$ cat src/design/lbpm_queue.sv
module lbpm_queue #(
  parameter int unsigned WIDTH = 8,
  parameter int unsigned DEPTH = 4
) (
  input  logic                       clk,
  input  logic                       rst,
  input  logic                       push,
  input  logic [WIDTH-1:0]           push_data,
  input  logic                       pop,
  output logic [WIDTH-1:0]           head,
  output logic                       empty,
  output logic [$clog2(DEPTH+1)-1:0] level
);

  localparam int unsigned PtrW = (DEPTH > 1) ? $clog2(DEPTH) : 1;

  logic [WIDTH-1:0] mem [DEPTH];
  logic [PtrW-1:0]  rd_ptr;
  logic [PtrW-1:0]  wr_ptr;

  assign head  = mem[rd_ptr];
  assign empty = (level == '0);

  always_ff @(posedge clk) begin
    if (push) mem[wr_ptr] <= push_data;
  end

  always_ff @(posedge clk) begin
    if (rst) begin
      rd_ptr <= '0;
      wr_ptr <= '0;
      level  <= '0;
    end else begin
      if (push) wr_ptr <= (wr_ptr == PtrW'(DEPTH - 1)) ? '0 : wr_ptr + 1'b1;
      if (pop)  rd_ptr <= (rd_ptr == PtrW'(DEPTH - 1)) ? '0 : rd_ptr + 1'b1;
      case ({push, pop})
        2'b10:   level <= level + 1'b1;
        2'b01:   level <= level - 1'b1;
        default: level <= level;
      endcase
    end
  end

endmodule

$ cat config.mk
export PLATFORM = sky130hd
export DESIGN_NAME = lbpm_queue
export DESIGN_NICKNAME = d
export VERILOG_FILES = /design/src/design/lbpm_queue.sv
export SDC_FILE = /design/constraint.sdc
export NUM_CORES = 1
export LEC_CHECK = 0
export BUFFER_PORTS_ARGS = -buffer_cell sky130_fd_sc_hd__buf_2
export CAP_MARGIN = 40
export CORE_UTILIZATION = 40
export DETAILED_ROUTE_END_ITERATION = 8
export GPL_TIMING_DRIVEN = 0
export SYNTH_ARGS = -nofsm -noshare
export SYNTH_HDL_FRONTEND = slang
export SYNTH_SLANG_ARGS = --single-unit
$ cat constraint.sdc
create_clock -name clk -period 1.4 [get_ports clk]
set_input_delay 0.07 -clock clk [delete_from_list [all_inputs] [get_ports clk]]
set_output_delay 0.07 -clock clk [all_outputs]
set_load 0.005 [all_outputs]
==> results.toml <==
[outcome]
status = "complete, but fails checks"
violations = "negative hold slack, negative setup slack"

[synthesis]
ys_ff_latch = 41
syn_nets = 108
syn_avg_cell_area_sq_um = 18.0
seq_area_frac_synth = 0.714
yosys.cell_types.count = 17
synth_area_sq_um = 1600
synth_common_cells = "edfxtp_1, dfxtp_1, mux4_2"
synth_area_leader_cell = "edfxtp_1"
synth_flop_cell = "edfxtp_1"
synth_edf_count = 32
synth.most_common_cell = "edfxtp_1"
ys_warn_count = 0
netlist_instances = 89
yosys-top-cells-area = "edfxtp_1, dfxtp_1, mux4_2"
async_flop_share = 0
synth.top_cell.area_share = 0.601

[global_route]
overflow = 0
grt_pass1_wl_um = 4070
grt_usage = 0.138
grt_pass1_vias = 860
antenna_found_initial = 0
grt_max_degree = 13

[final_layout]
fill_cells = 339
n_antenna_cell = 0
drive_gt1_frac = 0.388
postLayoutCoreUtil = 0.531
area_growth_pct = 24.3
fin_nets = 147

[pwr]
swShare = 0.207
seqPwrFrac = 0.539
p_clk_frac = 0.347
combinationalPowerShare = 0.114
powerDensity_nw_per_um2 = 1310
p_sw_mw = 0.540
ir_drop_mv = 0.616
power_leakage_nw = 0.748
p_int_mw = 2.07

[clocking]
htreeDepth = 2
cts_buffer_depth = 2
cts_buffers = 5
path_clk_slew_ps = 70
cts_tree = "built"
clkLatencyLatePin_ps = 290
clk_root_buffer_cell = "clkbuf_8"
cts.sinks = 41

[critical_path]
arrival_ps = 1410
rr_endpoint = "level[2]"
critPathKind = "register to output pin"
cp-start-kind = "register"
crit_fanout = 8
reg2regPathDepth = 5
reg2reg_from = "level[0]"
crit_end = "head[3]"
endpoint_kind = "output pin"
r2r_slack_ps = 30
cp.required_ps = 1330

[detailed_routing]
viasPerCell = 4.72
vias = 836
drcViolationCount = 0
ant_nets = 0
first_pass_iters = 2
routedWlPerCell_um = 14.2
routed_wl_um = 2520
first_iter_violations = 25

[floorplanning]
die_area_sq_um = 4250
io_pins = 24
start_util = 0.427
dieWidth_um = 65.2
die_h_um = 65.2
core-area_sq_um = 3740
rows = 22

[timing]
relSlewSlack = 0.835
max_freq_ghz = 0.675
setup_viol = 8
tightest_slew_ps = 247
hold_ws_ps = -0.948
rsz0062_at_grt = "true"
period_share = 1.06
post-route-min-period_ps = 1480
finalHoldViolCount = 1
drv_slew = 0
final.setup_skew_ps = 4.99
setup_slack_ps = -82.0

[worst_hold_path]
hp-class = "input pin to register"

[placement]
pre_cts_ws_ps = -151
gp_congestion = 0.662
hpwl_um = 1620
io_buffer_count = 23

[job]
maxCapViolations = 0
[metrics by stage]
| stage | TNS (ps) | power, mW | cells | area (sq um) |
|---|---|---|---|---|
| global placement | -96.1 | 1.69 | 160 | 1780 |
| floorplan | 0 | 1.59 | 89 | 1600 |
| global route | -912 | 2.72 | 177 | 1990 |
| finish | -494 | 2.61 | 177 | 1990 |
| CTS | -612 | 2.63 | 177 | 1980 |
| detailed placement | -151 | 1.70 | 160 | 1780 |
[placed cells by master, fill, tap and decap left out, drive strengths merged]
cell type / netlist / routed
edfxtp: 32 / 32
buf: 1 / 26
dfxtp: 9 / 9
mux4: 8 / 8
nor2: 7 / 7
dlygate4sd3: 0 / 7
inv: 7 / 7
clkbuf: 1 / 7
ha: 6 / 6
and2: 4 / 4
a21oi: 4 / 4
nor3b: 2 / 2
xor2: 2 / 2
mux2i: 2 / 2
nor3: 1 / 1
o21ai: 1 / 1
or3: 1 / 1
fa: 1 / 1
bufinv: 0 / 1
clkinv: 0 / 1
[worst min path at each step]
| stage | startpoint | endpoint | slack, ps | cells after the start |
|---|---|---|---|---|
| after CTS | push_data[2] | mem[1][2] | 0.7 | 1 |
| after global placement | push_data[1] | mem[1][1] | 280 | 1 |
| final | push_data[2] | mem[2][2] | -0.9 | 1 |
| after global routing | push_data[2] | mem[3][2] | 6 | 1 |
| after detailed placement | push_data[4] | mem[2][4] | 290 | 1 |
| after floorplan | rst | level[0] | 130 | 1 |
[state kept, by name, summed over array words and instances, names as in the netlist, named ones only]
register and count:
rd_ptr 2, level 3, wr_ptr 2, mem 32
[routing by layer]
metal  GRT usage  part of all wire
met1       0.147              0.43
met3      0.0469             0.055
met5           0                 0
met2       0.242              0.50
met4      0.0652             0.020
[final cells by class]
class                           count  area [sq um]  area share
Inverter                            7          26.3      0.0132
Multi-Input combinational cell     39           423       0.213
Timing Repair Buffer               32           200       0.101
Clock buffer                        6          72.6      0.0365
Sequential cell                    41          1150       0.577
Tap cell                           48          60.1      0.0302
Buffer                              2          25.0      0.0126
Clock inverter                      2          33.8      0.0170
[what timing repair did]
item / CTS / global route
hold endpoints to repair: 28 / 0
pin swaps: 2 / 1
hold buffers: 7 / 0
setup buffers: 2 / 0
setup endpoints to repair: 9 / 41
resized for setup: 4 / 4
[kinds of logic after synthesis]
logic type      after synthesis  share of synthesized area
flops                        41                      0.714
simple gates                 15                     0.0485
mux                          10                      0.125
buf+inv                       9                     0.0266
fa+ha+maj                     7                     0.0595
compound gates                5                     0.0156
xor+xnor                      2                     0.0110
[critical path, stage by stage (launching register included)]
cell     delay (ps)
dfxtp_2         340
buf_12          140
mux4_2          500
buf_2           140
[power groups by stage]
stage	registers [mW]	logic [mW]	clock network, mW
after floorplan	1.43	0.159	0
after global placement	1.43	0.259	0
after detailed placement	1.43	0.267	0
after CTS	1.40	0.304	0.918
after global routing	1.41	0.335	0.973
final	1.40	0.298	0.904
No activity file was read; power rests on OpenSTA's default activity.
