### config.mk
export PLATFORM = sky130hd
export DESIGN_NAME = lbpm_ram
export DESIGN_NICKNAME = d
export VERILOG_FILES = /design/src/design/lbpm_ram.sv
export SDC_FILE = /design/constraint.sdc
export NUM_CORES = 2
export LEC_CHECK = 0
export CORE_ASPECT_RATIO = 1.75
export CORE_UTILIZATION = 25
export CTS_CLUSTER_DIAMETER = 120
export DETAILED_ROUTE_END_ITERATION = 12
export DONT_BUFFER_PORTS = 1
export GPL_ROUTABILITY_DRIVEN = 0
export GPL_TIMING_DRIVEN = 0
export PLACE_DENSITY = 0.4
export SLEW_MARGIN = 5
export SYNTH_ARGS = -nofsm -noshare
export SYNTH_HDL_FRONTEND = slang
export SYNTH_SLANG_ARGS = --single-unit
### constraint.sdc
create_clock -name clk -period 3.29 [get_ports clk]
set_clock_uncertainty 0.1 [all_clocks]
set_input_delay 0.658 -clock clk [delete_from_list [all_inputs] [get_ports clk]]
set_output_delay 0.658 -clock clk [all_outputs]
set_load 0.01 [all_outputs]
### src/design/lbpm_ram.sv
module lbpm_ram #(
  parameter int unsigned WIDTH = 8,
  parameter int unsigned DEPTH = 256
) (
  input  logic                     clk,
  input  logic                     we,
  input  logic [$clog2(DEPTH)-1:0] waddr,
  input  logic [WIDTH-1:0]         wdata,
  input  logic [$clog2(DEPTH)-1:0] raddr,
  output logic [WIDTH-1:0]         rdata
);

  logic [WIDTH-1:0] mem [DEPTH];

  always_ff @(posedge clk) begin
    if (we) mem[waddr] <= wdata;
    rdata <= mem[raddr];
  end

endmodule

==> flow_summary.yaml <==
worst_setup_path:
  path_buf_inv: 4
  path_cells: "buf_2, buf_4, buf_4, clkdlybuf4s18_2, mux4_2, a22oi_2, a21oi_1, nor4_1, nor4_4"
  start_kind: "input pin"
  slowest_delay_ns: 0.63
  crit_fanout: 10
  path_delay_family: "buffers and inverters"
  cp.required_ns: 3.90
  critical_path_arrival_ns: 4.04
  cpMostUsedCell: "buf_4"
  end_kind: "flop"
  critPathKind: "in -> reg"
  critPathSlowestCell: "clkdlybuf4s18_2"
synth:
  syn_area_per_cell_um2: 21.31
  synthCells: 3733
  synthAdderAreaFrac_pct: 0
  yosysWarnings: 0
  seq_area_frac_synth_pct: 77.50
  synth_top_family_by_area: "multiplexers"
  synth_ff_type: "edfxtp_1"
  yosysTopAreaCellShare_pct: 77.30
  synth-compound-area-share_pct: 3.419
  synth_commonest_cells: "edfxtp_1, mux4_2, nor2_1, mux2i_1, a22oi_1"
  synthMuxAreaShare_pct: 14.62
  synth-edff-count: 2048
  synthTopCellsByArea: "edfxtp_1, mux4_2, mux2i_1, nor2_1, a22oi_1"
  synthXorXnorAreaFrac_pct: 0
  synth_area_um2: 79560
  ys_ff_latch: 2056
  yosysTopAreaCell: "edfxtp_1"
  syn_nets: 3759
  synth-simple-area-share_pct: 2.628
  synth.distinct_cells: 55
  synth.most_common_cell: "edfxtp_1"
  synthArstFlopShare_pct: 0
place:
  hpwl_um: 206200
  io_buffer_count: 0
  pre_cts_slack_ns: -2.736
  post-place-cells: 7876
timing:
  setup_viol: 103
  hold_violations: 0
  period_share_pct: 104.4
  fmax_mhz: 291.2
  worst_pin_slew_ns: 1.398
  rsz0062_at_grt: "true"
  slew_headroom_pct: 6.768
  slew_viol_final: 0
  hold_ws_ns: 0.06976
  fin_crit_ns: 3.434
  setup_slack_ns: -0.1443
floorplan:
  die_x_um: 428.4
  num_rows: 273
  core-area_um2: 316300
  start_util_pct: 25.15
  die_area_um2: 320600
  io_pins: 34
  die_h_um: 748.3
route:
  via_per_inst: 4.830
  wirelength_um: 309600
  drtPass1Iterations: 5
  post_drt_wl_per_cell_um: 37.50
  ant_nets: 0
  vias: 39880
  first_iter_violations: 3773
  route.detailed.drc: 0
global_routing:
  grt_pass1_wl_um: 404500
  overflow: 0
  grt_pass1_vias: 42100
  grt_antenna_before_repair: 16
  grt_max_degree: 209
  grtUsageTotal_pct: 19.03
cts:
  cts_sinks: 2056
  clock_latency_ns: 0.89
  root_buffer: "clkbuf_16"
  cts_buffers: 197
  clk_pin_slew_ns: 0.06
  cts_tree: "done"
  h-tree-depth: 4
  clk_path_buf_depth: 4
power:
  switching_share_pct: 23.22
  finalPower_mw: 53.92
  ir_drop_mv: 0.4313
  comb_power_share_pct: 6.3
  pwr_density_cell_nw_per_um2: 582.9
  p_leak_nw: 27.60
  pwr-share-seq_pct: 53.6
  internal-power_mw: 41.39
  p_clk_share_pct: 40.1
  p_sw_mw: 12.52
final_layout:
  area_growth_pct: 16.26
  drive_gt1_share_pct: 26.68
  final_nets: 4008
  instances_no_fill: 8257
  nFillCells: 31020
status:
  status: "finished, violations left"
  violations: "negative setup slack"
hold_path:
  worst_hold_path_type: "in -> reg"
run:
  drv_cap: 0
==> registers in the layout (all words and copies together) (netlist names) <==
name	flops
rdata	8
mem	2048
==> worst register-to-register path: cells and delay by family (launching register included) <==
kind / cells / cell delay, ns
flip-flops: 1 / 0.36
multiplexers: 1 / 0.50
AO/OA/AOI/OAI: 3 / 1.06
AND/OR/NAND/NOR: 2 / 0.76
==> through the flow <==
| stage | TNS [ns] | util [%] | area, µm² |
|---|---|---|---|
| floorplan | 0 | - | 79560 |
| finish | -5.223 | 29.24 | 92490 |
| global placement | -2298.83 | 26.78 | 84720 |
| CTS | 0 | 29.18 | 92300 |
| global route | -2.010 | 29.23 | 92470 |
| detailed placement | -1615.53 | 26.93 | 85160 |
==> routing by layer <==
| layer | GRT usage, % | vias to the layer above | routed length (µm) |
|---|---|---|---|
| met3 | 2.923 | 559 | 14430 |
| met2 | 35.71 | 1308 | 166400 |
| li1 | - | 16200 | - |
| met4 | 13.70 | 8 | 26390 |
| met1 | 18.94 | 21810 | 102300 |
| met5 | 0 | - | 57 |
==> timing repair <==
item                                   in CTS  in global routing
setup buffers                               2                  4
pin swaps                                   4                  6
hold buffers                               27                  0
setup endpoints to repair                 747                407
endpoints found under the hold margin     641                  0
gates resized for setup                   238                 45
==> final timing paths <==
| check | startpoint | cells after the start | end | slack, ns |
|---|---|---|---|---|
| setup / recovery | raddr[1] | 9 | rdata[6]$_DFF_P_ | -0.14 |
| hold / removal | wdata[5] | 1 | mem[120][5]$_DFFE_PP_ | 0.07 |
| setup reg to reg | mem[82][5]$_DFFE_PP_ | 6 | rdata[5]$_DFF_P_ | 0.38 |
| hold reg to reg | mem[40][3]$_DFFE_PP_ | 6 | rdata[3]$_DFF_P_ | 1.29 |
==> power groups by stage <==
stage	registers [mW]	logic [mW]	clock network (mW)
floorplan	29.5	1.40	0
global placement	29.5	2.86	0
detailed placement	29.5	2.90	0
CTS	28.9	3.42	22.1
global route	28.9	3.44	22.8
finish	28.9	3.39	21.6
==> layout by cell type, fill, tap and decap left out, types with 27 or more instances in the layout <==
cell          n
nor2b_1      27
mux4_2      454
clkinv_1     57
buf_12       29
nor2_1      199
o22ai_1      27
buf_4        55
a21oi_1      74
mux2i_1     134
clkbuf_1     85
clkbuf_2     49
nor2_2       77
edfxtp_1   2048
nand3_1      32
nand2_1      33
a22oi_1     125
o221ai_1     46
clkbuf_16   199
clkinv_2     30
==> cell families after synthesis <==
logic type	after synthesis
and+or+nand+nor	466
buffers and inverters	235
muxes	591
AOI/OAI and AO/OA	385
DFF	2056
==> cell type report <==
type | count | area [µm²] | area share [%]
clock buffer | 240 | 5134 | 5.551
antenna | 9 | 22.52 | 0.02435
tap | 4125 | 5161 | 5.580
multi-input combinational | 1442 | 17300 | 18.70
clock inverter | 100 | 606.8 | 0.6561
timing repair buffer | 51 | 929.6 | 1.005
buffer | 232 | 1674 | 1.810
sequential | 2056 | 61660 | 66.67
inverter | 2 | 7.507 | 0.008117
Note: power is estimated with default switching activity, not from simulation.
