File: config.mk
export PLATFORM = sky130hd
export DESIGN_NAME = lbpm_rank_fill
export DESIGN_NICKNAME = d
export VERILOG_FILES = /design/src/design/lbpm_pkg.sv /design/src/design/lbpm_rank_fill.sv
export SDC_FILE = /design/constraint.sdc
export NUM_CORES = 1
export LEC_CHECK = 0
export BUFFER_PORTS_ARGS = -buffer_cell sky130_fd_sc_hd__buf_2
export CAP_MARGIN = 40
export CORE_ASPECT_RATIO = 1.25
export CORE_MARGIN = 2
export CORE_UTILIZATION = 55
export DETAILED_ROUTE_END_ITERATION = 8
export PLACE_DENSITY = 0.75
export SETUP_SLACK_MARGIN = 0.05
export SYNTH_ARGS = -nofsm -noshare
export SYNTH_HDL_FRONTEND = slang
export SYNTH_SLANG_ARGS = --single-unit
export TNS_END_PERCENT = 1
File: constraint.sdc
create_clock -name clk -period 11.95 [get_ports clk]
set_input_delay 2.39 -clock clk [delete_from_list [all_inputs] [get_ports clk]]
set_output_delay 2.39 -clock clk [all_outputs]
set_load 0.1 [all_outputs]
File: src/design/lbpm_pkg.sv
package lbpm_pkg;

  localparam int unsigned MaxNeighborsDef = 16;
  localparam int unsigned PatternW        = 16;
  localparam int unsigned LabelW          = 16;
  localparam int unsigned CountW          = 17;
  localparam int unsigned NeighborW       = 5;
  localparam int unsigned CfgIndexW       = 4;
  localparam int unsigned CfgDataW        = 5;

  // Rank table for the widest pattern lives in a RAM filled after reset.
  localparam int unsigned LargeP     = 16;
  localparam int unsigned RankAw     = LargeP;
  localparam int unsigned RankDepth  = 1 << LargeP;
  localparam int unsigned Classes4   = 6;
  localparam int unsigned Classes8   = 36;
  localparam int unsigned Classes16  = 4116;
  localparam int unsigned RankW      = $clog2(Classes16 + 1);
  localparam int unsigned SmallRankW = $clog2(Classes8);
  localparam int unsigned SmallTabN  = 256;

  localparam int unsigned QueueDepth = 4;
  localparam int unsigned QueueLvW   = $clog2(QueueDepth + 1);
  localparam int unsigned OutDepth   = 3;
  localparam int unsigned OutLvW     = $clog2(OutDepth + 1);

  typedef enum logic [CfgIndexW-1:0] {
    REG_NUM_NEIGHBORS = 4'd0,
    REG_UNIFORM_MODE  = 4'd1,
    REG_ROT_INV       = 4'd2,
    REG_AVERAGE_BIT   = 4'd3
  } cfg_reg_t;

  typedef struct packed {
    logic [NeighborW-1:0] num_neighbors;
    logic                 uniform_mode;
    logic                 rot_inv;
    logic                 average_bit;
  } cfg_t;

  // Classified item; label carries the raw pattern when use_rank is set.
  typedef struct packed {
    logic              use_rank;
    logic              invalid;
    logic [CountW-1:0] count;
    logic [LabelW-1:0] label;
  } cls_t;

  typedef struct packed {
    logic [LabelW-1:0] label;
    logic [CountW-1:0] count;
    logic              invalid;
  } res_t;

  typedef struct packed {
    logic              we;
    logic [RankAw-1:0] waddr;
    logic [RankW-1:0]  wdata;
    logic [RankAw-1:0] raddr;
  } fill_port_t;

  typedef logic [SmallTabN-1:0][SmallRankW-1:0] rank_tab_t;

  // Rank of each pattern's rotation class, classes ordered by smallest member.
  function automatic rank_tab_t build_rank_table(input int unsigned p);
    rank_tab_t   tab;
    int unsigned code;
    int unsigned c;
    int unsigned s;
    int unsigned m;
    int unsigned r;
    int unsigned mask;
    tab  = '0;
    code = 0;
    mask = (1 << p) - 1;
    for (c = 0; c < (1 << p); c++) begin
      m = c;
      for (s = 1; s < p; s++) begin
        r = ((c >> s) | (c << (p - s))) & mask;
        if (r < m) m = r;
      end
      if (m == c) begin
        tab[c] = SmallRankW'(code);
        code++;
      end else begin
        tab[c] = tab[m];
      end
    end
    return tab;
  endfunction

  localparam rank_tab_t Rank4Tab = build_rank_table(4);
  localparam rank_tab_t Rank8Tab = build_rank_table(8);

endpackage

File: src/design/lbpm_rank_fill.sv
module lbpm_rank_fill import lbpm_pkg::*; (
  input  logic             clk,
  input  logic             rst,
  input  logic [RankW-1:0] rdata,
  output fill_port_t       port,
  output logic             busy
);

  typedef enum logic [3:0] {
    FILL_SCAN = 4'b0001,
    FILL_LOOK = 4'b0010,
    FILL_COPY = 4'b0100,
    FILL_DONE = 4'b1000
  } fill_state_t;

  fill_state_t         state;
  logic [RankAw-1:0]   code;
  logic [1:0]          group;
  logic [RankAw-1:0]   min_val;
  logic [RankW-1:0]    next_rank;
  logic [RankAw-1:0]   rot_cand [4];
  logic [RankAw-1:0]   scan_min;
  logic                last;

  // Four rotations of the current code per cycle.
  always_comb begin
    for (int j = 0; j < 4; j++) begin
      rot_cand[j] = RankAw'({code, code} >> {group, 2'(j)});
    end
  end

  always_comb begin
    scan_min = min_val;
    for (int j = 0; j < 4; j++) begin
      if (rot_cand[j] < scan_min) scan_min = rot_cand[j];
    end
  end

  assign last       = (code == '1);
  assign busy       = (state != FILL_DONE);
  assign port.we    = ((state == FILL_LOOK) && (min_val == code)) || (state == FILL_COPY);
  assign port.waddr = code;
  assign port.wdata = (state == FILL_COPY) ? rdata : next_rank;
  assign port.raddr = min_val;

  always_ff @(posedge clk) begin
    if (rst) begin
      state     <= FILL_SCAN;
      code      <= '0;
      group     <= '0;
      min_val   <= '0;
      next_rank <= '0;
    end else begin
      case (state)
        FILL_SCAN: begin
          min_val <= scan_min;
          group   <= group + 1'b1;
          if (group == 2'd3) state <= FILL_LOOK;
        end
        FILL_LOOK: begin
          if (min_val == code) begin
            next_rank <= next_rank + 1'b1;
            if (last) begin
              state <= FILL_DONE;
            end else begin
              code    <= code + 1'b1;
              min_val <= code + 1'b1;
              state   <= FILL_SCAN;
            end
          end else begin
            state <= FILL_COPY;
          end
        end
        FILL_COPY: begin
          if (last) begin
            state <= FILL_DONE;
          end else begin
            code    <= code + 1'b1;
            min_val <= code + 1'b1;
            state   <= FILL_SCAN;
          end
        end
        FILL_DONE: state <= FILL_DONE;
        default:   state <= FILL_DONE;
      endcase
    end
  end

`ifndef SYNTHESIS
  a_copy_from_earlier: assert property (@(posedge clk) disable iff (rst)
    (state == FILL_LOOK) && (min_val != code) |-> min_val < code)
    else $error("rank copy source not yet written");

  a_class_total: assert property (@(posedge clk) disable iff (rst)
    (state == FILL_DONE) |-> next_rank == RankW'(Classes16))
    else $error("rank fill produced wrong class count");
`endif

endmodule

==> results.tsv <==
stage	metric	value	unit
die	CORE AREA	10160	sq um
critical_path	CP Data Required Time	12.12	ns
critical_path	CP top delay family	compound AO/OA/AOI/OAI gates	
hold_path	HP Start	next_rank[10]	
layout	ant diodes	0	
run_status	status	finished, final reports clean	
clock_tree	CTS buffer count	5	
clock_tree	Max Root-Sink Buffers	2	
die	num rows	41	
route	Final ANT Viol Nets	0	
synthesis	ys flop type	dfxtp_1	
hold_path	WHS Path Cells	2	
critical_path	Crit. End Element	flop	
die	die area	11360	sq um
synthesis	Seq/Total Area, Yosys	0.1765	
layout	area delta synth->final	8.348	%
place	gpl congestion	0.9771	
timing	fin crit period	10.35	ns
synthesis	top cell type by total area after synthesis	dfxtp_1	
critical_path	cell mode on critical path	a21o_1	
power	PwrDens	297.6	nW/um^2
timing	period utilisation layout	0.8663	
clock_tree	clock slew at reported path FFs	0.07	ns
route	Post-Route WL	17170	um
clock_tree	# clock sinks	51	
grt	vias in the first global route	5455	
grt	total gr overflow	0	
timing	setup_tns	0	ns
synthesis	FF+latch count, synth	51	
hold_path	Hold WC Path Type	flop to flop	
layout	Finished Cell Area	6269	sq um
layout	layout cells sized above 1	0.1796	
timing	hold_ws	0.4970	ns
timing	unrepaired setup endpoints after global routing	false	
grt	Total Routing Usage GR	0.3045	
route	drt first pass iters	5	
critical_path	Levels on crit path	36	
layout	most common cell after layout, fill and taps aside	nor2_1	
synthesis	Synth Warn #	0	
route	vias per cell	6.284	
synthesis	top cells by area, synth	dfxtp_1, ha_1, mux2_2	
critical_path	Worst R2R Start	group[1]	
clock_tree	# Post-CTS Setup Buffers	0	
die	Initial Util	0.5696	
clock_tree	hold buffers post-CTS	0	
place	DP Area	6113	sq um
layout	most frequent cells in the layout	nor2_1, ha_1, buf_2	
route	routed len/inst	19.24	um
synthesis	Synth Cell Area	5786	sq um
critical_path	slowest CP cell	dfxtp_1	
layout	Final nets	838	
timing	final setup vio count	0	
clock_tree	H-tree depth	2	
synthesis	ys async rst share	0	
place	DP HPWL	13240	um
clock_tree	root buf cell	clkbuf_16	
power	Max rail drop VDD	383.8	uV
critical_path	critical path type	flop to flop	
timing	Max Transition Viols Final	0	
grt	first-pass GRT wire length	27470	um
timing	Worst slew margin	0.3971	
power	Pleak	2.846	nW
critical_path	crit-path max FO	34	
synthesis	Post-synth EDFFs	0	
timing	Least-Margin Pin Slew	0.9000	ns
synthesis	post-synth cell types	67	
timing	clock skew	0.008539	ns
die	width of the die	95.74	um
critical_path	worst setup path startpoint	group[1]	
clock_tree	CTS tree	built	
die	# IOs	62	
critical_path	Buf/Inv on CP	4	
route	vias post-DR	5605	
critical_path	Worst Path Arrival	10.52	ns
die	Die H	118.7	um
clock_tree	Resized Gates After CTS	0	
synthesis	Syn Nets	809	
route	initial DRC count	501	
clock_tree	clk_lat worst skew	0.30	ns
place	number of buffers added on ports	61	
flow_run	Max-Cap Viols	0	
critical_path	Setup crit start kind	flop	
grt	largest net degree at the start of global routing	52	
timing	fmax	96.60	MHz
synthesis	Avg Cell Area, Syn	7.893	sq um
synthesis	Mapped Cells	733	
synthesis	Yosys top cell area share	0.1765	
critical_path	crit-path max cell delay	0.84	ns
critical_path	Register-to-Register Path Depth	36	
timing	Hold Vio Cnt, Final	0	
grt	initial antenna violation count	1	
route	DRC	0	
## synthesized netlist by cell type, types with 4 or more instances
master	instances
a21boi_0	11
a21o_1	20
a21oi_1	39
and2_1	7
and3_1	7
buf_2	9
clkbuf_1	32
dfxtp_1	51
ha_1	61
inv_1	45
mux2_2	27
mux2_4	5
mux2i_1	26
mux4_2	5
nand2_1	50
nand2b_1	4
nand3_1	12
nand4_1	8
nor2_1	81
nor3_1	14
nor4_1	9
o21ai_0	42
o21ai_1	5
o21bai_1	14
o32a_1	11
or2_2	7
or3_1	19
xnor2_1	20
xor2_1	32
## final timing paths
path | endpoint | slack, ns
worst max-delay path | min_val[8] | 1.60
worst min-delay path | next_rank[10] | 0.50
worst max register to register | min_val[8] | 1.60
worst min register to register | next_rank[10] | 0.50
## worst min-delay path, cell delays in order, from the launching register on
cell,delay (ns)
dfxtp_1,0.32
o21ai_0,0.07
a21oi_1,0.06
## final cells by class
type,count,area [sq um]
Fill cell,930,3889
Multi-Input combinational cell,590,4385
Sequential cell,51,1021
Timing Repair Buffer,68,372.9
Inverter,46,172.7
Clock buffer,6,138.9
Tap cell,129,161.4
Clock inverter,2,16.27
## kinds of logic (layout without fill, tap and decap cells)
logic type	after synthesis	in the layout	synth area share
fa+ha+maj	61	61	0.1319
xor+xnor	52	52	0.07872
compound gates	181	181	0.2219
buf+inv	92	122	0.06639
simple gates	233	233	0.1946
flops	51	51	0.1765
mux	63	63	0.1300
## state kept, by name, indices dropped and copies added (netlist names)
signal	count
group	2
state	4
min_val	16
next_rank	13
code	16
## per-layer routing
layer,up-vias,global-route usage,routed length [um]
li1,2674,-,-
met2,240,0.5175,8401
met4,0,0.1446,802
met5,-,0,0
met1,2628,0.3694,6917
met3,63,0.04270,1045
## report_power, final
part           switching, W  total, W  internal [W]
Clock             0.0000677  0.000152     0.0000839
Sequential        0.0000487  0.000242      0.000194
Combinational      0.000916   0.00147      0.000556
## through the flow
stage               total power (W)  setup slack (ns)  instances  utilization
floorplan                  0.001402             2.668        733            -
global placement           0.001620             1.816        881       0.5982
detailed placement         0.001682             1.835        884       0.6019
CTS                        0.001837             1.784        892       0.6171
global route               0.001990             1.071        892       0.6171
finish                     0.001865             1.598        892       0.6171
Power figures use the tool's default switching activity.
