[config.mk]
export PLATFORM = sky130hd
export DESIGN_NAME = lbpm_back
export DESIGN_NICKNAME = d
export VERILOG_FILES = /design/src/design/lbpm_pkg.sv /design/src/design/lbpm_queue.sv /design/src/design/lbpm_back.sv
export SDC_FILE = /design/constraint.sdc
export NUM_CORES = 1
export LEC_CHECK = 0
export BUFFER_PORTS_ARGS = -buffer_cell sky130_fd_sc_hd__buf_2
export CORE_ASPECT_RATIO = 1.25
export CORE_MARGIN = 3
export CORE_UTILIZATION = 49
export CTS_CLUSTER_DIAMETER = 80
export DETAILED_ROUTE_END_ITERATION = 12
export PLACE_DENSITY_LB_ADDON = 0.1
export SYNTH_ARGS = -nofsm -noshare
export SYNTH_HDL_FRONTEND = slang
export SYNTH_HIERARCHICAL = 1
export SYNTH_SLANG_ARGS = --single-unit
export TNS_END_PERCENT = 100
[constraint.sdc]
create_clock -name clk -period 4.6 [get_ports clk]
set_input_delay 0.92 -clock clk [delete_from_list [all_inputs] [get_ports clk]]
set_output_delay 0.92 -clock clk [all_outputs]
set_load 0.01 [all_outputs]
[src/design/lbpm_pkg.sv]
package lbpm_pkg;

  localparam int unsigned MaxNeighborsDef = 16;
  localparam int unsigned PatternW        = 16;
  localparam int unsigned LabelW          = 16;
  localparam int unsigned CountW          = 17;
  localparam int unsigned NeighborW       = 5;
  localparam int unsigned CfgIndexW       = 4;
  localparam int unsigned CfgDataW        = 5;

  // Rank table for the widest pattern lives in a RAM filled after reset.
  localparam int unsigned LargeP     = 16;
  localparam int unsigned RankAw     = LargeP;
  localparam int unsigned RankDepth  = 1 << LargeP;
  localparam int unsigned Classes4   = 6;
  localparam int unsigned Classes8   = 36;
  localparam int unsigned Classes16  = 4116;
  localparam int unsigned RankW      = $clog2(Classes16 + 1);
  localparam int unsigned SmallRankW = $clog2(Classes8);
  localparam int unsigned SmallTabN  = 256;

  localparam int unsigned QueueDepth = 4;
  localparam int unsigned QueueLvW   = $clog2(QueueDepth + 1);
  localparam int unsigned OutDepth   = 3;
  localparam int unsigned OutLvW     = $clog2(OutDepth + 1);

  typedef enum logic [CfgIndexW-1:0] {
    REG_NUM_NEIGHBORS = 4'd0,
    REG_UNIFORM_MODE  = 4'd1,
    REG_ROT_INV       = 4'd2,
    REG_AVERAGE_BIT   = 4'd3
  } cfg_reg_t;

  typedef struct packed {
    logic [NeighborW-1:0] num_neighbors;
    logic                 uniform_mode;
    logic                 rot_inv;
    logic                 average_bit;
  } cfg_t;

  // Classified item; label carries the raw pattern when use_rank is set.
  typedef struct packed {
    logic              use_rank;
    logic              invalid;
    logic [CountW-1:0] count;
    logic [LabelW-1:0] label;
  } cls_t;

  typedef struct packed {
    logic [LabelW-1:0] label;
    logic [CountW-1:0] count;
    logic              invalid;
  } res_t;

  typedef struct packed {
    logic              we;
    logic [RankAw-1:0] waddr;
    logic [RankW-1:0]  wdata;
    logic [RankAw-1:0] raddr;
  } fill_port_t;

  typedef logic [SmallTabN-1:0][SmallRankW-1:0] rank_tab_t;

  // Rank of each pattern's rotation class, classes ordered by smallest member.
  function automatic rank_tab_t build_rank_table(input int unsigned p);
    rank_tab_t   tab;
    int unsigned code;
    int unsigned c;
    int unsigned s;
    int unsigned m;
    int unsigned r;
    int unsigned mask;
    tab  = '0;
    code = 0;
    mask = (1 << p) - 1;
    for (c = 0; c < (1 << p); c++) begin
      m = c;
      for (s = 1; s < p; s++) begin
        r = ((c >> s) | (c << (p - s))) & mask;
        if (r < m) m = r;
      end
      if (m == c) begin
        tab[c] = SmallRankW'(code);
        code++;
      end else begin
        tab[c] = tab[m];
      end
    end
    return tab;
  endfunction

  localparam rank_tab_t Rank4Tab = build_rank_table(4);
  localparam rank_tab_t Rank8Tab = build_rank_table(8);

endpackage

[src/design/lbpm_queue.sv]
module lbpm_queue #(
  parameter int unsigned WIDTH = 8,
  parameter int unsigned DEPTH = 4
) (
  input  logic                       clk,
  input  logic                       rst,
  input  logic                       push,
  input  logic [WIDTH-1:0]           push_data,
  input  logic                       pop,
  output logic [WIDTH-1:0]           head,
  output logic                       empty,
  output logic [$clog2(DEPTH+1)-1:0] level
);

  localparam int unsigned PtrW = (DEPTH > 1) ? $clog2(DEPTH) : 1;

  logic [WIDTH-1:0] mem [DEPTH];
  logic [PtrW-1:0]  rd_ptr;
  logic [PtrW-1:0]  wr_ptr;

  assign head  = mem[rd_ptr];
  assign empty = (level == '0);

  always_ff @(posedge clk) begin
    if (push) mem[wr_ptr] <= push_data;
  end

  always_ff @(posedge clk) begin
    if (rst) begin
      rd_ptr <= '0;
      wr_ptr <= '0;
      level  <= '0;
    end else begin
      if (push) wr_ptr <= (wr_ptr == PtrW'(DEPTH - 1)) ? '0 : wr_ptr + 1'b1;
      if (pop)  rd_ptr <= (rd_ptr == PtrW'(DEPTH - 1)) ? '0 : rd_ptr + 1'b1;
      case ({push, pop})
        2'b10:   level <= level + 1'b1;
        2'b01:   level <= level - 1'b1;
        default: level <= level;
      endcase
    end
  end

endmodule

[src/design/lbpm_back.sv]
module lbpm_back import lbpm_pkg::*; (
  input  logic              clk,
  input  logic              rst,
  input  cls_t              head,
  input  logic              in_empty,
  output logic              in_pop,
  output logic [RankAw-1:0] rank_raddr,
  input  logic [RankW-1:0]  rank_rdata,
  input  logic              pop,
  output logic              empty,
  output logic [LabelW-1:0] label,
  output logic [CountW-1:0] label_count,
  output logic              invalid
);

  logic              s1_valid;
  cls_t              s1_entry;
  logic [OutLvW-1:0] out_level;
  res_t              res;
  res_t              out_res;
  logic [$bits(res_t)-1:0] out_raw;

  // Issue only when the result buffer has room for everything in flight.
  assign in_pop = !in_empty &&
                  ((OutLvW + 1)'(out_level) + (OutLvW + 1)'(s1_valid) <
                   (OutLvW + 1)'(OutDepth));
  assign rank_raddr = head.label[RankAw-1:0];

  always_ff @(posedge clk) begin
    if (rst) s1_valid <= 1'b0;
    else     s1_valid <= in_pop;
  end

  always_ff @(posedge clk) begin
    if (in_pop) s1_entry <= head;
  end

  always_comb begin
    res.label   = s1_entry.use_rank ? LabelW'(rank_rdata) : s1_entry.label;
    res.count   = s1_entry.count;
    res.invalid = s1_entry.invalid;
  end

  lbpm_queue #(
    .WIDTH ($bits(res_t)),
    .DEPTH (OutDepth)
  ) u_out_queue (
    .clk       (clk),
    .rst       (rst),
    .push      (s1_valid),
    .push_data (res),
    .pop       (pop && !empty),
    .head      (out_raw),
    .empty     (empty),
    .level     (out_level)
  );

  assign out_res     = out_raw;
  assign label       = out_res.label;
  assign label_count = out_res.count;
  assign invalid     = out_res.invalid;

`ifndef SYNTHESIS
  a_no_overflow: assert property (@(posedge clk) disable iff (rst)
    s1_valid |-> out_level != OutLvW'(OutDepth))
    else $error("result buffer overflow");

  a_invalid_zero: assert property (@(posedge clk) disable iff (rst)
    !empty && invalid |-> label == '0)
    else $error("invalid result with non-zero label");
`endif

endmodule

==> flow_summary.ini <==
[power]
p_leak_nw = 2.39
ir_worst_vdd_mv = 0.296
p_per_area_nw_per_um2 = 536

[sta]
whs_ns = 0.466
finalSetupViolations = 0
fin_crit_sh_pct = 66.1
fmax_ghz = 0.329
setup_tns_ns = 0
tightest_slew_ns = 1.15
slew_headroom_pct = 23.3
period_needed_ns = 3.04
drv_slew = 0
skew_ns = 0.00904
finalHoldViolations = 0
rsz0062_at_grt = no

[synth]
muxShareOfSynthArea_pct = 9.26
synthesis.area_um2 = 5540
synthAdderAreaFrac_pct = 0.678
synth_simple_gate_area_share_pct = 4.11
ys_seq_area_share_pct = 77.5
synth_xor_area_share_pct = 0.316
ys_types = 27
ys_warn_count = 6
synth_nets = 377
synth_top_family_by_area = multiplexers
ys_seq_elements = 146
synth_compound_area_share_pct = 4.00
syn_inst = 322
avgSynthCellArea_um2 = 17.2

[final_layout]
regArea_um2 = 4300
fillers = 814
drive_gt1_share_pct = 36.9
final_common_cell = edfxtp_1
final_nets = 473
num_antenna_cells = 0
fin_area_um2 = 6700
syn_to_final_growth_pct = 21.0
final_cell_mix = 137 x edfxtp_1, 103 x buf_2, 36 x nand2_1
final_cells = 563
multi_input_area_um2 = 1040

[critical_path]
reg2reg_from = s1_valid$_SDFF_PP0_
slowest_stage = dfxtp_2
cp_top_family = flip-flops
cpPeakStageDelay_ns = 0.73
required_ns = 3.68
crit_path_max_fanout = 19
path_buf_inv = 2
crit_arrival_ns = 2.12
crit_path_cell_trace = buf_4 > mux2i_1 > o21ai_0 > buf_2
reg2regPathDepth = 4
regToRegSetupSlack_ns = 2.53
crit_path_end_kind = output pin
crit_type = flop to output pin
startpoint_type = flop
reg2reg_to = s1_entry[1]$_DFFE_PP_

[cts]
root_buffer = clkbuf_16
cts_max_path_buffers = 2
clkTransAtPathRegs_ns = 0.06
cts_sinks = 146
worstSkewPairLatency_ns = 0.41
h-tree-depth = 4
cts_tree = built
cts_resized = 0
hold_buffers = 0
cts_made_buffers = 17
cts_setup_buffers = 0

[placed_design]
gp_congestion = 0.679
port_buffers = 103
dp_hpwl_um = 5530
place_area_um2 = 6050
place_inst = 531

[grt]
grt_pass1_wl_um = 14400
grt_pass1_vias = 2919
gr-usage-all-layers_pct = 15.5
antenna_found_initial = 0
grt_overflow = 0
grt_max_degree = 69

[floorplanning]
ios = 104
die_y_um = 125
rows = 42
initial_core_util_pct = 51.2
core_um2 = 10800
dieArea_um2 = 12600
die_width_um = 101

[hold_path]
hold_start = res[17]$_DFFE_PP_
whs_path_depth = 0
min_to = u_out_queue/mem[2][17]$_DFFE_PP_
hp-class = flop to flop

[routing]
drc_errors = 0
ant_nets = 0
drt_iter0_drc = 122
vias = 2809
wl_per_cell_um = 16.3
vias_per_cell = 4.99
first_pass_iters = 5
wl_um = 9200

[job]
drv_cap = 0

[run_status]
outcome = finished clean
sequential cells by signal, indices dropped and copies added (netlist names), named ones only:
signal	cells
res	18
s1_entry	17
s1_valid	1
u_out_queue/level	2
u_out_queue/mem	102
u_out_queue/rd_ptr	2
u_out_queue/wr_ptr	2
worst reg2reg max path, delay by kind of cell (launching register included):
kind | cells | cell delay (ns)
adders and majority gates | 2 | 0.53
DFF | 1 | 0.34
AOI/OAI and AO/OA | 1 | 0.32
buffers and inverters | 1 | 0.48
layout make-up:
| class | count | area share, % |
|---|---|---|
| timing repair buffer | 106 | 8.03 |
| tap | 132 | 2.46 |
| sequential | 146 | 64.1 |
| multi-input combinational | 145 | 15.6 |
| clock buffer | 24 | 7.49 |
| inverter | 2 | 0.112 |
| clock inverter | 8 | 2.20 |
power breakdown:
group / switching, mW / internal, mW / total, mW
combinational: 0.250 / 0.213 / 0.463
clock: 0.485 / 0.980 / 1.46
sequential: 0.0811 / 1.58 / 1.66
through the flow:
| step | util (%) | setup slack (ns) | power [mW] |
|---|---|---|---|
| 2_1_floorplan | - | 1.19 | 1.99 |
| 3_3_place_gp | 55.9 | 1.97 | 2.16 |
| 3_5_place_dp | 55.9 | 1.95 | 2.17 |
| 4_1_cts | 61.9 | 1.50 | 3.64 |
| 5_1_grt | 61.9 | 1.37 | 3.74 |
| 6_report | 61.9 | 1.56 | 3.59 |
cells in the mapped netlist:
| cell | n | share of area (%) |
|---|---|---|
| or3_1 | 1 | 0.11 |
| o21ai_0 | 35 | 3.2 |
| nor3b_1 | 1 | 0.14 |
| dfxtp_1 | 9 | 3.3 |
| buf_4 | 19 | 2.6 |
| a211oi_1 | 1 | 0.14 |
| buf_12 | 1 | 0.36 |
| nor2_1 | 5 | 0.34 |
| mux2_2 | 6 | 1.2 |
| nand2_1 | 36 | 2.4 |
| and2b_2 | 3 | 0.47 |
| xor2_1 | 1 | 0.16 |
| nor3_1 | 1 | 0.090 |
| a2111oi_0 | 1 | 0.16 |
| ha_1 | 3 | 0.68 |
| nand3b_1 | 1 | 0.14 |
| nor2b_1 | 2 | 0.23 |
| o21ba_2 | 1 | 0.18 |
| mux2_4 | 7 | 1.9 |
| a21oi_1 | 4 | 0.36 |
| edfxtp_1 | 137 | 74 |
| clkbuf_1 | 6 | 0.41 |
| buf_6 | 3 | 0.61 |
| inv_1 | 2 | 0.14 |
| xnor2_1 | 1 | 0.16 |
| and3b_1 | 1 | 0.16 |
| mux2i_1 | 34 | 6.1 |
cell families after synthesis:
logic type	count (synthesis)
AO/OA/AOI/OAI	42
XOR/XNOR	2
adder cells (fa/ha/maj)	3
buffers and inverters	31
flip-flops	146
multiplexers	47
AND/OR/NAND/NOR	51
worst max-delay path by stage:
stage / slack [ns] / cells after the start / to
3_5_place_dp: 1.95 / 4 / label_count[12]
6_report: 1.56 / 4 / label_count[12]
3_3_place_gp: 1.97 / 4 / label_count[12]
2_1_floorplan: 1.19 / 1 / in_pop
5_1_grt: 1.37 / 4 / label_count[12]
4_1_cts: 1.50 / 4 / label_count[12]
routing by layer:
metal	track usage, %	vias to the layer above	wire, um
met1	17.5	1331	3680
met5	0	-	0
li1	-	1384	-
met2	26.7	85	4920
met4	6.10	0	85
met3	4.99	9	516
Power figures use the tool's default switching activity.
