File: src/design/lbpm_pkg.sv
package lbpm_pkg;

  localparam int unsigned MaxNeighborsDef = 16;
  localparam int unsigned PatternW        = 16;
  localparam int unsigned LabelW          = 16;
  localparam int unsigned CountW          = 17;
  localparam int unsigned NeighborW       = 5;
  localparam int unsigned CfgIndexW       = 4;
  localparam int unsigned CfgDataW        = 5;

  // Rank table for the widest pattern lives in a RAM filled after reset.
  localparam int unsigned LargeP     = 16;
  localparam int unsigned RankAw     = LargeP;
  localparam int unsigned RankDepth  = 1 << LargeP;
  localparam int unsigned Classes4   = 6;
  localparam int unsigned Classes8   = 36;
  localparam int unsigned Classes16  = 4116;
  localparam int unsigned RankW      = $clog2(Classes16 + 1);
  localparam int unsigned SmallRankW = $clog2(Classes8);
  localparam int unsigned SmallTabN  = 256;

  localparam int unsigned QueueDepth = 4;
  localparam int unsigned QueueLvW   = $clog2(QueueDepth + 1);
  localparam int unsigned OutDepth   = 3;
  localparam int unsigned OutLvW     = $clog2(OutDepth + 1);

  typedef enum logic [CfgIndexW-1:0] {
    REG_NUM_NEIGHBORS = 4'd0,
    REG_UNIFORM_MODE  = 4'd1,
    REG_ROT_INV       = 4'd2,
    REG_AVERAGE_BIT   = 4'd3
  } cfg_reg_t;

  typedef struct packed {
    logic [NeighborW-1:0] num_neighbors;
    logic                 uniform_mode;
    logic                 rot_inv;
    logic                 average_bit;
  } cfg_t;

  // Classified item; label carries the raw pattern when use_rank is set.
  typedef struct packed {
    logic              use_rank;
    logic              invalid;
    logic [CountW-1:0] count;
    logic [LabelW-1:0] label;
  } cls_t;

  typedef struct packed {
    logic [LabelW-1:0] label;
    logic [CountW-1:0] count;
    logic              invalid;
  } res_t;

  typedef struct packed {
    logic              we;
    logic [RankAw-1:0] waddr;
    logic [RankW-1:0]  wdata;
    logic [RankAw-1:0] raddr;
  } fill_port_t;

  typedef logic [SmallTabN-1:0][SmallRankW-1:0] rank_tab_t;

  // Rank of each pattern's rotation class, classes ordered by smallest member.
  function automatic rank_tab_t build_rank_table(input int unsigned p);
    rank_tab_t   tab;
    int unsigned code;
    int unsigned c;
    int unsigned s;
    int unsigned m;
    int unsigned r;
    int unsigned mask;
    tab  = '0;
    code = 0;
    mask = (1 << p) - 1;
    for (c = 0; c < (1 << p); c++) begin
      m = c;
      for (s = 1; s < p; s++) begin
        r = ((c >> s) | (c << (p - s))) & mask;
        if (r < m) m = r;
      end
      if (m == c) begin
        tab[c] = SmallRankW'(code);
        code++;
      end else begin
        tab[c] = tab[m];
      end
    end
    return tab;
  endfunction

  localparam rank_tab_t Rank4Tab = build_rank_table(4);
  localparam rank_tab_t Rank8Tab = build_rank_table(8);

endpackage

File: src/design/lbpm_front.sv
module lbpm_front import lbpm_pkg::*; #(
  parameter int unsigned MAX_NEIGHBORS = MaxNeighborsDef
) (
  input  cfg_t                cfg,
  input  logic [PatternW-1:0] pattern,
  output cls_t                entry
);

  logic [NeighborW-1:0] p;
  logic                 special;
  logic                 std_p;
  logic                 ok;
  logic [NeighborW-1:0] width;
  logic                 overwide;
  logic [PatternW-1:0]  nb;
  logic [PatternW-1:0]  trans_vec;
  logic [PatternW-1:0]  fall_vec;
  logic [NeighborW-1:0] ones;
  logic [NeighborW-1:0] trans;
  logic [3:0]           top;
  logic [8:0]           lbl_u;
  logic [LabelW-1:0]    lbl_ri;
  logic [CountW-1:0]    count;

  assign p       = cfg.num_neighbors;
  assign special = cfg.uniform_mode | cfg.rot_inv | cfg.average_bit;
  assign std_p   = (p == 5'd4) || (p == 5'd8) || (p == 5'd16);
  assign ok      = (p >= 5'd4) && (p <= 5'd16) && (32'(p) <= MAX_NEIGHBORS) &&
                   !(special && !std_p) && !((p == 5'd16) && cfg.average_bit);

  // The average bit widens only plain patterns.
  assign width = (!cfg.uniform_mode && !cfg.rot_inv && cfg.average_bit) ?
                 p + 5'd1 : p;
  assign overwide = (pattern >> width) != '0;

  // Circular neighbour of each bit, wrapping at bit P-1.
  always_comb begin
    for (int i = 0; i < PatternW; i++) begin
      nb[i]        = (i == int'(p) - 1) ? pattern[0] : pattern[(i + 1) & (PatternW - 1)];
      trans_vec[i] = (i < int'(p)) && (pattern[i] != nb[i]);
      fall_vec[i]  = (i < int'(p)) && pattern[i] && !nb[i];
    end
  end

  assign ones  = NeighborW'($countones(pattern));
  assign trans = NeighborW'($countones(trans_vec));

  always_comb begin
    top = '0;
    for (int i = 0; i < PatternW; i++) begin
      if (fall_vec[i]) top = top | 4'(i);
    end
  end

  always_comb begin
    if (trans > 5'd2) begin
      lbl_u = '0;
    end else if (ones == '0) begin
      lbl_u = 9'd1;
    end else if (ones == p) begin
      lbl_u = cfg.rot_inv ? 9'(p) + 9'd1 : 9'(p) * 9'(p - 5'd1) + 9'd2;
    end else if (cfg.rot_inv) begin
      lbl_u = 9'(ones) + 9'd1;
    end else begin
      lbl_u = 9'd2 + 9'(ones - 5'd1) * 9'(p) + (9'(p) - 9'd1 - 9'(top));
    end
  end

  always_comb begin
    case (p)
      5'd4:    lbl_ri = LabelW'(Rank4Tab[{4'b0, pattern[3:0]}]);
      5'd8:    lbl_ri = LabelW'(Rank8Tab[pattern[7:0]]);
      default: lbl_ri = pattern;
    endcase
  end

  always_comb begin
    if (cfg.rot_inv && cfg.uniform_mode) begin
      count = CountW'(p) + CountW'(2);
    end else if (cfg.rot_inv) begin
      case (p)
        5'd4:    count = CountW'(Classes4);
        5'd8:    count = CountW'(Classes8);
        default: count = CountW'(Classes16);
      endcase
    end else if (cfg.uniform_mode) begin
      count = CountW'(10'(p) * 10'(p - 5'd1)) + CountW'(3);
    end else begin
      count = CountW'(1) << width;
    end
  end

  always_comb begin
    entry = '0;
    if (!ok) begin
      entry.invalid = 1'b1;
    end else if (overwide) begin
      entry.invalid = 1'b1;
      entry.count   = count;
    end else begin
      entry.count = count;
      if (cfg.uniform_mode) begin
        entry.label = LabelW'(lbl_u);
      end else if (cfg.rot_inv) begin
        entry.label    = lbl_ri;
        entry.use_rank = (p == 5'd16);
      end else begin
        entry.label = pattern;
      end
    end
  end

endmodule

File: config.mk
export PLATFORM = sky130hd
export DESIGN_NAME = lbpm_front
export DESIGN_NICKNAME = d
export VERILOG_FILES = /design/src/design/lbpm_pkg.sv /design/src/design/lbpm_front.sv
export SDC_FILE = /design/constraint.sdc
export NUM_CORES = 1
export LEC_CHECK = 0
export ABC_AREA = 0
export BUFFER_PORTS_ARGS = -buffer_cell sky130_fd_sc_hd__buf_2
export CORE_ASPECT_RATIO = 0.9
export CORE_UTILIZATION = 35
export DETAILED_ROUTE_END_ITERATION = 6
export GPL_TIMING_DRIVEN = 0
export PLACE_DENSITY = 0.47
export SETUP_SLACK_MARGIN = 0.15
export SLEW_MARGIN = 20
export SYNTH_ARGS = -nofsm -noshare
export SYNTH_HDL_FRONTEND = slang
export SYNTH_SLANG_ARGS = --single-unit
File: constraint.sdc
create_clock -name vclk -period 18.3
set_input_delay 4.575 -clock vclk [all_inputs]
set_output_delay 4.575 -clock vclk [all_outputs]
set_load 0.03 [all_outputs]
==> metrics.md <==
| Metric | Value |
|---|---|
| Outcome | complete, but fails checks |
| Failing checks | design-rule violations |
| Antenna violations before repair | 0 |
| Met3 usage in global routing | around 3.0% |
| Num ports | 59 |
| Pwr Density | 223 nW/um2 |
| Fin crit share | 96.5% |
| Setup crit start kind | input pin |
| Hold_ws | between 9000 and 10000 ps |
| Ys Warns | 0 |
| Via density | between 6 and 7 |
| MaxCap Viol Count | 0 |
| WP data required | 13730 ps |
| Critical path arrival | roughly 13000 ps |
| Chip Height | roughly 150 um |
| Maximum vdd drop | around 0.00067 V |
| Flip-flop and latch count | 0 |
| Standard-cell rows | 52 |
| HP Start | pattern[13] |
| Worst Hold Path EP | entry[13] |
| Ratio of cells with drive above 1 in the final layout | 9.57% |
| Full die area | between 20000 and 25000 um2 |
| FF/Latch Area | 0 um2 |
| DRC viols | 2 |
| Syn Std Cell Area | between 8000 and 9000 um2 |
| Die width | 164 um |
| Final Cell Area | between 8000 and 9000 um2 |
| Max Clock Freq | roughly 57 MHz |
| DR pass1 iterations | 7 |
| Largest cells by area after synthesis | fa_1 16%, ha_1 14%, inv_1 5.4% |
| Setup Viol. Count Final | 0 |
| Area Growth Syn to Fin | 8.66% |
| Share of the synthesized area in the top cell type | between 10% and 20% |
| Iter 0 DRT Violations | about 1200 |
| N_diodes | 0 |
| Met1 Use GR | approximately two fifths |
| Post-synthesis sequential area ratio | 0% |
| NumNets Final | 1377 |
| Mean post-synth cell area | ~7.4 um2 |
| Via count | 9001 |
| Crit-path max FO | 13 |
| Post-detail-place hpwl | between 20000 and 30000 um |
| Final Wtd Congestion | 1.02 |
| IO buf count | 58 |
| Total grt overflow | 0 |
| Initial Util | 36.2% |
| Clock buffers | 0 |
| Cells after Synth | 1125 |
| RSZ-0062 raised after global routing | no |
| Max Slew Vio Count | 0 |
| Met2 Usage GRT | around 45% |
| First-pass GRT wire length | around 53000 um |
| Cell variety after synth | just under 80 |
| Core Area | roughly 23000 um2 |
| Largest net degree at the start of global routing | 16 |
| Final ANT Viol Nets | 0 |
| Top Usage Layer GRT | met2 |
| P_leak | 4.05 nW |
| Worst Tran Pin Value | 1010 ps |
| Hold Crit Class | in2out |
| Crit end category | output port |
| Critical path class | in2out |
| Hold depth | 4 |
| Final-report hold violation count | 0 |
| Overall routed net length | between 30000 and 40000 um |
| Cell Area, Placed | between 8000 and 9000 um2 |
| Wirelength per Cell | ~23 um |
| Tot Pwr | roughly 2.0 mW |
| Area leader, netlist | fa_1 |
| Vias in the first global route | 8700 |
| GRT Util Overall | between 20% and 30% |
| Max_slew headroom | between 30% and 40% |
| Crit path time final | 17660 ps |
==> cells in the final DEF, fill, tap and decap left out, drive strengths merged, types with 7 or more instances in the layout <==
cell,Yosys,final
a211o,8,8
a211oi,18,18
a21o,17,17
a21oi,66,66
a22oi,7,7
a311oi,8,8
a31oi,18,18
and2,19,19
and3,16,16
buf,30,89
clkbuf,42,42
conb,2,9
fa,66,66
ha,94,94
inv,121,120
mux2,7,7
mux2i,21,21
mux4,9,9
nand2,87,87
nand2b,25,25
nand3,34,34
nand3b,7,7
nand4,19,19
nor2,81,81
nor2b,20,20
nor3,34,34
nor3b,9,9
o2111ai,7,7
o211ai,14,14
o21ai,52,52
o311ai,7,7
or2,7,7
or3,9,9
xnor2,46,46
xor2,14,14
==> power breakdown <==
part | internal [mW] | switching (mW) | leakage (nW)
logic | 0.892 | 1.11 | 4.05
clock network | 0 | 0 | 0
registers | 0 | 0 | 0
==> worst max path at each step <==
| stage | start | end | slack [ps] | cells after the start |
|---|---|---|---|---|
| 2_1_floorplan | pattern[7] | entry[8] | 1100 | 27 |
| 3_3_place_gp | pattern[7] | entry[8] | -90 | 32 |
| 3_5_place_dp | pattern[7] | entry[8] | -10 | 32 |
| 4_1_cts | pattern[7] | entry[8] | 400 | 31 |
| 5_1_grt | pattern[7] | entry[8] | 240 | 31 |
| 6_report | pattern[7] | entry[8] | 640 | 28 |
==> worst max-delay path, cell delays in order <==
cell and delay [ps]:
clkbuf_4 250, clkinvlp_4 190, fa_1 500, fa_1 510, fa_1 520, fa_1 400, inv_1 60, ha_1 180
inv_1 60, fa_1 620, ha_1 270, inv_1 80, o311a_1 340, or3_1 460, a21oi_1 220, fa_1 470
fa_1 470, fa_1 540, inv_1 50, fa_1 490, inv_1 50, ha_1 320, or3_1 310, o211ai_1 140
xnor3_1 320, nand2b_1 70, a211oi_1 300, buf_2 270
==> layer usage <==
metal	routed length [um]	part of all wire, %	vias to the layer above
met5	0	0	-
met4	991	2.9	0
met3	2830	8.2	105
met2	15500	45	520
met1	15300	44	4267
li1	-	-	4109
==> synthesized netlist by cell type (5+ instances only) <==
| master | number |
|---|---|
| clkbuf_1 | 42 |
| nand4_1 | 18 |
| a22oi_1 | 7 |
| nand3b_1 | 7 |
| and3_1 | 16 |
| a311oi_1 | 8 |
| a221oi_1 | 5 |
| a211o_1 | 8 |
| nor3_1 | 34 |
| nand3_1 | 34 |
| fa_1 | 66 |
| o311ai_0 | 7 |
| a211oi_1 | 17 |
| or3_1 | 9 |
| a31oi_1 | 18 |
| o2111ai_1 | 7 |
| nor3b_1 | 8 |
| mux2i_1 | 21 |
| mux4_2 | 9 |
| o211ai_1 | 13 |
| nand2b_1 | 25 |
| xnor2_1 | 44 |
| mux2_2 | 7 |
| inv_1 | 119 |
| o21ai_0 | 52 |
| a21o_1 | 17 |
| a21oi_1 | 66 |
| ha_1 | 94 |
| buf_1 | 17 |
| o21bai_1 | 6 |
| or2_2 | 5 |
| nand2_1 | 87 |
| xor2_1 | 14 |
| nor2b_1 | 20 |
| buf_2 | 9 |
| and2_1 | 19 |
| nor4_1 | 5 |
| nor2_1 | 81 |
| a21boi_0 | 6 |
==> what timing repair did <==
item	in CTS	in global routing
pin swaps	0	0
setup buffers	0	2
cloned	0	0
resized for setup	0	4
setup endpoints to repair	3	3
hold buffers	0	0
==> per-stage QoR <==
step | setup WS, ps | TNS, ps | cells | util [%]
detailed placement | -14.8 | -14.8 | 1487 | 39.3
CTS | 403 | 0 | 1486 | 39.2
floorplan | 1100 | 0 | 1132 | -
finish | 644 | 0 | 1488 | 39.4
global placement | -94.0 | -94.0 | 1487 | 39.3
global route | 238 | 0 | 1488 | 39.4
==> kinds of logic (layout without fill, tap and decap cells) <==
group	after synthesis	in the layout	synth area share (%)
buffers and inverters	197	256	9.43
other	2	9	0.0908
xor gates and xnor gates	62	62	7.08
AOI/OAI and AO/OA	284	284	23.5
adders and majority gates	160	160	30.2
muxes	37	37	5.94
and+or+nand+nor	383	383	23.8
==> cell type report <==
type	count	area, um2
plain buffers	71	308
fillers	2465	13800
inverters	125	477
multi-input cells	935	7530
well taps	297	372
repair buffers	60	308
(Power assumes the default switching activity.)
